[src/trsc_pkg.sv]
// Package for the register/stack CPU execute block.
// Holds opcodes, status codes, memory geometry and the structs shared by trsc_exec and the top level.
// No dependencies.
package trsc_pkg;

  localparam int unsigned NUM_REGS   = 6;
  localparam int unsigned REG_IDX_W  = 3;
  localparam logic [REG_IDX_W-1:0] SP_INDEX = 3'd4;

  localparam logic [63:0] MEM_BYTES  = 64'd65536;
  localparam int unsigned MEM_AW     = 16;
  localparam int unsigned NUM_BANKS  = 8;
  localparam int unsigned BANK_SEL_W = 3;
  localparam int unsigned BANK_AW    = MEM_AW - BANK_SEL_W;
  localparam int unsigned BANK_DEPTH = 1 << BANK_AW;

  localparam logic [7:0] OP_LOAD = 8'h10;
  localparam logic [7:0] OP_ADD  = 8'h20;
  localparam logic [7:0] OP_PUSH = 8'h30;
  localparam logic [7:0] OP_POP  = 8'h31;
  localparam logic [7:0] OP_END  = 8'hFF;

  typedef enum logic [2:0] {
    ST_OK      = 3'd0,
    ST_END     = 3'd1,
    ST_BADREG  = 3'd2,
    ST_OVER    = 3'd3,
    ST_UNDER   = 3'd4,
    ST_UNKNOWN = 3'd5,
    ST_STOPPED = 3'd6
  } trsc_status_e;

  typedef struct packed {
    logic [63:0]          stack_pointer;
    logic [63:0]          dest_value;
    logic [REG_IDX_W-1:0] dest_index;
    logic                 reg_written;
    trsc_status_e         status;
  } trsc_result_t;

  typedef struct packed {
    logic                 dst_we;
    logic [REG_IDX_W-1:0] dst_idx;
    logic [63:0]          dst_val;
    logic                 sp_we;
    logic [63:0]          sp_val;
    logic                 mem_we;
    logic                 mem_re;
    logic [MEM_AW-1:0]    mem_addr;
    logic [63:0]          mem_wdata;
  } trsc_ctrl_t;

endpackage

[src/trsc_exec.sv]
// Instruction decode and execute for one word: status, register and stack updates.
// Pure combinational logic; uses trsc_pkg.
module trsc_exec
  import trsc_pkg::*;
(
  input  logic         stopped_i,
  input  logic [7:0]   mode_i,
  input  logic [7:0]   first_reg_i,
  input  logic [7:0]   second_reg_i,
  input  logic [63:0]  immediate_i,
  input  logic [63:0]  regs_i [NUM_REGS],
  input  logic [63:0]  mem_rdata_i,
  output trsc_result_t res_o,
  output trsc_ctrl_t   ctrl_o
);

  logic                 ra_ok;
  logic                 rb_ok;
  logic [REG_IDX_W-1:0] ra_idx;
  logic [63:0]          ra_val;
  logic [63:0]          rb_val;
  logic [63:0]          sp;
  logic [63:0]          sp_dec;
  logic [63:0]          sp_inc;
  logic                 push_over;
  logic                 pop_under;
  logic                 ra_is_sp;
  trsc_status_e         status;

  assign ra_ok     = first_reg_i < 8'(NUM_REGS);
  assign rb_ok     = second_reg_i < 8'(NUM_REGS);
  assign ra_idx    = first_reg_i[REG_IDX_W-1:0];
  assign ra_is_sp  = ra_idx == SP_INDEX;
  assign ra_val    = ra_ok ? regs_i[ra_idx] : '0;
  assign rb_val    = rb_ok ? regs_i[second_reg_i[REG_IDX_W-1:0]] : '0;
  assign sp        = regs_i[SP_INDEX];
  assign sp_dec    = sp - 64'd8;
  assign sp_inc    = sp + 64'd8;
  assign push_over = (sp < 64'd8) || (sp > MEM_BYTES);
  assign pop_under = sp > (MEM_BYTES - 64'd8);

  always_comb begin
    status           = ST_OK;
    ctrl_o           = '0;
    ctrl_o.mem_wdata = ra_is_sp ? sp_dec : ra_val;
    if (stopped_i) begin
      status = ST_STOPPED;
    end else begin
      case (mode_i)
        OP_LOAD: begin
          if (!ra_ok) begin
            status = ST_BADREG;
          end else begin
            ctrl_o.dst_we  = 1'b1;
            ctrl_o.dst_idx = ra_idx;
            ctrl_o.dst_val = immediate_i;
          end
        end
        OP_ADD: begin
          if (!ra_ok || !rb_ok) begin
            status = ST_BADREG;
          end else begin
            ctrl_o.dst_we  = 1'b1;
            ctrl_o.dst_idx = ra_idx;
            ctrl_o.dst_val = ra_val + rb_val;
          end
        end
        OP_PUSH: begin
          if (!ra_ok) begin
            status = ST_BADREG;
          end else if (push_over) begin
            status = ST_OVER;
          end else begin
            ctrl_o.sp_we    = 1'b1;
            ctrl_o.sp_val   = sp_dec;
            ctrl_o.mem_we   = 1'b1;
            ctrl_o.mem_addr = sp_dec[MEM_AW-1:0];
          end
        end
        OP_POP: begin
          if (!ra_ok) begin
            status = ST_BADREG;
          end else if (pop_under) begin
            status = ST_UNDER;
          end else begin
            ctrl_o.mem_re   = 1'b1;
            ctrl_o.mem_addr = sp[MEM_AW-1:0];
            ctrl_o.dst_we   = 1'b1;
            ctrl_o.dst_idx  = ra_idx;
            // popping into SP leaves the loaded value plus 8
            ctrl_o.dst_val  = ra_is_sp ? mem_rdata_i + 64'd8 : mem_rdata_i;
            ctrl_o.sp_we    = !ra_is_sp;
            ctrl_o.sp_val   = sp_inc;
          end
        end
        OP_END: begin
          status = ST_END;
        end
        default: begin
          status = ST_UNKNOWN;
        end
      endcase
    end
  end

  always_comb begin
    res_o        = '0;
    res_o.status = status;
    if (ctrl_o.dst_we) begin
      res_o.reg_written = 1'b1;
      res_o.dest_index  = ctrl_o.dst_idx;
      res_o.dest_value  = ctrl_o.dst_val;
    end else if (ctrl_o.sp_we) begin
      res_o.reg_written = 1'b1;
      res_o.dest_index  = SP_INDEX;
      res_o.dest_value  = ctrl_o.sp_val;
    end
    if (ctrl_o.dst_we && ctrl_o.dst_idx == SP_INDEX) begin
      res_o.stack_pointer = ctrl_o.dst_val;
    end else if (ctrl_o.sp_we) begin
      res_o.stack_pointer = ctrl_o.sp_val;
    end else begin
      res_o.stack_pointer = sp;
    end
  end

endmodule

[config.mk]
export PLATFORM = sky130hd
export DESIGN_NAME = trsc_exec
export DESIGN_NICKNAME = d
export VERILOG_FILES = /design/src/trsc_pkg.sv /design/src/trsc_exec.sv
export SDC_FILE = /design/constraint.sdc
export NUM_CORES = 1
export LEC_CHECK = 0
export ABC_AREA = 1
export ABC_CLOCK_PERIOD_IN_PS = 12450
export BUFFER_PORTS_ARGS = -buffer_cell sky130_fd_sc_hd__buf_4
export CORE_AREA = 2 2 350 352
export DETAILED_ROUTE_END_ITERATION = 6
export DIE_AREA = 0 0 352 354
export PLACE_DENSITY_LB_ADDON = 0.1
export SLEW_MARGIN = 20
export SYNTH_ARGS = -nofsm -noshare
export SYNTH_HDL_FRONTEND = slang
export SYNTH_SLANG_ARGS = --single-unit
export TNS_END_PERCENT = 5
[constraint.sdc]
create_clock -name vclk -period 12.45
set_clock_uncertainty 0.2 [all_clocks]
set_input_delay 2.49 -clock vclk [all_inputs]
set_output_delay 2.49 -clock vclk [all_outputs]
set_load 0.01 [all_outputs]
==> results of run 1 <==
[Yosys cell counts, types with 6 or more instances]
cell type,n
or2_2,29
nor4_1,8
nand2_1,1273
xnor2_1,30
nand3b_1,24
a21oi_1,518
buf_6,6
o21ai_0,376
nand2_2,10
nand4_1,60
xor2_1,71
inv_2,27
buf_4,39
a31oi_1,8
ha_1,66
o211ai_1,128
nor2_1,383
o21bai_1,12
buf_1,38
a22oi_1,13
nand3_1,439
buf_2,40
o21ai_1,24
clkbuf_1,143
inv_1,686
nor2_2,20
o21a_1,11
nor3_1,78
[layout make-up]
type | instances | area [sq um] | area share, %
Antenna cell | 10 | 25.0 | 0.0849
Inverter | 713 | 2680 | 9.10
Tap cell | 1625 | 2030 | 6.90
Timing Repair Buffer | 892 | 6720 | 22.8
Multi-Input combinational cell | 3663 | 18000 | 61.1
[cell families after synthesis]
family          count (synthesis)
compound gates               1114
xor+xnor                      101
fa+ha+maj                      67
buf+inv                       979
other cells                     1
simple gates                 2358
[final timing paths]
check | slack (ns) | depth (start not counted) | endpoint | start
min | 5.08 | 3 | ctrl_o[80] | stopped_i
max | 1.35 | 21 | res_o[37] | first_reg_i[0]
[metal layers]
metal,routed length (um),vias up
li1,-,16300
met1,87200,16300
met2,87400,1528
met3,15400,181
met4,5750,22
met5,180,-
[metrics by stage]
stage / hold WS [ns] / setup WS [ns]
after floorplan: 4.82 / 4.17
after global placement: 5.09 / 1.39
after detailed placement: 5.08 / 1.39
after CTS: 5.09 / 1.39
after global routing: 5.10 / 0.864
final: 5.08 / 1.35
[power breakdown]
group          leakage, nW  switching, W      internal, W        total [W]
logic                 15.1      0.000401         0.000228         0.000629
registers                0             0                0                0
clock network    0.0000603             0  0.0000000000670  0.0000000000671
==> metrics.cfg, run 1 <==
[status]
status=completed

[die]
die_area_sq_mm=0.125
die_x_um=352
die_h_um=354
rows=128
core_sq_mm=0.121
initial_core_util_pct=18.1
ios=887

[route]
ant_nets=0
route.detailed.drc=0
vias=34300
wl_um=196000
routedWlPerCell_um=28.4
vias_per_cell=4.97
dr.pass1.iters=7
drtIter0Drc=3156

[sta]
max_freq_ghz=0.0901
rsz0062_at_grt=false
tns_ns=0
period_share_pct=89.2
layout_min_cycle_time_ns=11.10
max-slew-margin-rel_pct=16.7
hold_viol=0
tightestPinTransition_ns=1.24
setup_viol=0
drv_slew=0

[setup_path]
cp_top_family=buffers and inverters
crit_type=in -> out
crit_top_cell=nand2_1
endpoint_kind=primary output
cp_cell_sequence=buf_6 > clkinv_2 > o21ai_0 > nand3_1 > a21oi_1 > ha_1 > inv_1 > fa_1 > inv_1 > nand3_1 > nand2_1 > nand2_1 > nand2_1 > nand3_1 > nand2_1 > nand2_1 > nand2_1 > or2_2 > nand3_1 > a21oi_1 > buf_4
slowest_delay_ns=0.92
crit_required_ns=9.76
crit_slowest_cell=clkinv_2
crit_buf_inv=5
cp_data_arrival_time_ns=8.41
crit_fanout=112
crit_path_start_kind=primary input

[placed_design]
dp_cells=6893
dpl.hpwl_um=168000
dpl_cell_area_sq_mm=0.0294
port_buffers=864
finalWeightedCongestion=0.968

[synth]
yosys.area_share.xor_xnor_pct=4.05
ys_seq_area_share_pct=0
avgSynthCellArea_sq_um=4.73
yosys.area.top_type=nand2_1
synth.mux.area_fraction_pct=0
synth_area_leaders=nand2_1 22%, a21oi_1 12%, inv_1 12%
synthCells=4620
synth_fa_ha_area_share_pct=3.87
synth-compound-area-share_pct=27.8
netlist.area_leader.share_pct=21.9
synth_simple_gate_area_share_pct=46.3
synth.distinct_cells=53
syn_area_sq_mm=0.0218
synth_top_family_by_area=simple AND/OR/NAND/NOR gates
yosys_warnings=0

[global_routing]
grt_pass1_wl_um=263000
busiest_layer=met2
gr-usage-met3_pct=6.24
grtUsageMet2_pct=47.6
groute.usage.overall_pct=29.6
grt_pass1_vias=32900
grt_use_met1_pct=39.8
grt_max_degree=147
grt_overflow=0
antenna_found_initial=22

[layout]
clock_buffers=0
synthToLayoutAreaGrowth_pct=35.0
finalNetCount=5874
final_common_cell=nand2_1
final_core_util_pct=24.4
nFillCells=14600
final_cell_count_no_fill=6903
design_area_sq_mm=0.0295
seqCellArea_sq_um=0
flops_and_latches=0
final_cell_mix=1271 x nand2_1, 888 x buf_4, 680 x inv_1, 518 x a21oi_1, 439 x nand3_1
drive_gt1_share_pct=19.2

[pwr]
power.total_w=0.000629
power.leakage_nw=15.1
ir_drop_uv=23.6
power_density_mw_per_mm2=21.3

[clock_tree]
post_cts.repair.setup_buffers=0
ctsHoldBuffers=0
ctsResizeCount=0

[min_path]
min_path_type=in -> out

[run]
maxCapViolations=0

(Power assumes the default switching activity.)
==> inputs of run 2 (changes only) <==
--- a/config.mk
+++ b/config.mk
@@ -11,6 +11,7 @@
 export CORE_AREA = 2 2 350 352
 export DETAILED_ROUTE_END_ITERATION = 6
 export DIE_AREA = 0 0 352 354
+export MAX_ROUTING_LAYER = met4
 export PLACE_DENSITY_LB_ADDON = 0.1
 export SLEW_MARGIN = 20
 export SYNTH_ARGS = -nofsm -noshare
==> run 2 against run 1 <==
Highest routed layer is now met4. Die area did not move. Routed wire length rose by 0.19%. Largest cell class unchanged. Count of clock-buffer cells in the layout did not move. Critical endpoint unchanged. Utilization about the same. Via count up 0.53%. Non-clock buffer count is 3 higher. Sequential share of layout area is the same. Cell count barely moved. Flip-flop and latch count unchanged. First-iteration DRC count increased by 4.6%.
==> metrics.cfg, run 2 (same netlist as run 1, synthesis figures left out) <==
[route]
wl_um=196000  ; +0.19%
dr.pass1.iters=6  ; -1
vias_per_cell=4.99  ; +0.51%
ant_nets=0  ; unchanged
drtIter0Drc=3301  ; +4.6%
vias=34500  ; +0.53%
route.detailed.drc=0  ; unchanged
routedWlPerCell_um=28.4  ; +0.17%

[clock_tree]
post_cts.repair.setup_buffers=0  ; unchanged
ctsHoldBuffers=0  ; unchanged
ctsResizeCount=0  ; unchanged

[setup_path]
crit_fanout=114  ; +1.8%
endpoint_kind=primary output
crit_required_ns=9.76  ; about the same
crit_type=in -> out
crit_path_start_kind=primary input
cp_data_arrival_time_ns=8.47  ; +0.06 ns

[layout]
flops_and_latches=0  ; unchanged
nFillCells=14600  ; -0.39%
drive_gt1_share_pct=19.2  ; +0.046 points
synthToLayoutAreaGrowth_pct=35.1
seqCellArea_sq_um=0  ; unchanged
clock_buffers=0  ; unchanged
final_cell_mix=1271 x nand2_1, 891 x buf_4, 680 x inv_1, 518 x a21oi_1, 439 x nand3_1
finalNetCount=5877  ; +0.051%
design_area_sq_mm=0.0295  ; +0.11%
final_common_cell=nand2_1
multi_input_area_sq_mm=0.0180  ; about the same

[sta]
hold_viol=0  ; unchanged
tns_ns=0  ; unchanged
rsz0062_at_grt=false
max_freq_ghz=0.0896  ; -0.50%
max-slew-margin-rel_pct=23.7  ; +7.1 points
layout_min_cycle_time_ns=11.16  ; +0.0555 ns
period_share_pct=89.6  ; +0.45 points
fin_ws_ns=1.29  ; -0.0555 ns
drv_slew=0  ; unchanged
tightestPinTransition_ns=1.14  ; -0.0964 ns
setup_viol=0  ; unchanged

[run]
maxCapViolations=0  ; unchanged

[die]
rows=128  ; unchanged
initial_core_util_pct=18.1  ; unchanged
die_h_um=354  ; unchanged
core_sq_mm=0.121  ; unchanged
ios=887  ; unchanged
die_x_um=352  ; unchanged
die_area_sq_mm=0.125  ; unchanged

[placed_design]
dp_slack_ns=1.34  ; -0.0458 ns
finalWeightedCongestion=1.01  ; +4.6%
port_buffers=864  ; unchanged
dpl.hpwl_um=168000  ; +0.29%
dpl_cell_area_sq_mm=0.0295  ; +0.12%

[global_routing]
grt_max_degree=145  ; -1.4%
antenna_found_initial=15  ; -32%
grt_overflow=0  ; unchanged
grt_pass1_wl_um=266000  ; +1.0%
grt_pass1_vias=33100  ; +0.71%
groute.usage.overall_pct=30.7  ; +1.0 points

[min_path]
min_path_type=in -> out

[status]
status=completed

[run 2: cell types whose count changed in the layout (fill, tap and decap cells not counted), sizes merged]
| cell | change |
|---|---|
| buf | +3 |
| diode | -2 |
[run 2: final cells by class]
cell class / count / share of cell area (%)
Tap cell: 1625 / 6.89
Inverter: 713 / 9.09
Multi-Input combinational cell: 3663 / 61.1
Timing Repair Buffer: 895 / 22.9
Antenna cell: 8 / 0.0679
[run 2: routing by layer]
layer  share of wire [%]  vias up  track usage (%)
li1                    -    16300                -
met1                  47    16700             42.2
met2                  46     1407             49.5
met3                 5.3       98             2.52
met4                 1.9        0             4.74
met5                   0        -                -
[run 2: worst paths after layout]
| path | to | slack (ns) | from | depth (start not counted) |
|---|---|---|---|---|
| max | res_o[37] | 1.29 | first_reg_i[0] | 21 |
| min | ctrl_o[80] | 5.09 | stopped_i | 3 |
[run 2: per-stage QoR]
stage / hold WS (ns) / util [%] / instances
floorplan: 4.82 / - / 4642
global placement: 5.09 / 24.4 / 6896
detailed placement: 5.09 / 24.4 / 6896
CTS: 5.09 / 24.4 / 6896
global route: 5.10 / 24.4 / 6903
finish: 5.09 / 24.4 / 6904
[run 2: worst max-delay path, cell delays in order]
cell      delay, ns
buf_6          0.58
clkinv_2       0.93
o21ai_0        0.39
nand3_1        0.17
a21oi_1        0.28
ha_1           0.37
inv_1          0.10
fa_1           0.43
inv_1          0.21
nand3_1        0.10
nand2_1        0.31
nand2_1        0.10
nand2_1        0.22
nand3_1        0.10
nand2_1        0.22
nand2_1        0.09
nand2_1        0.27
or2_2          0.17
nand3_1        0.28
a21oi_1        0.34
buf_4          0.17
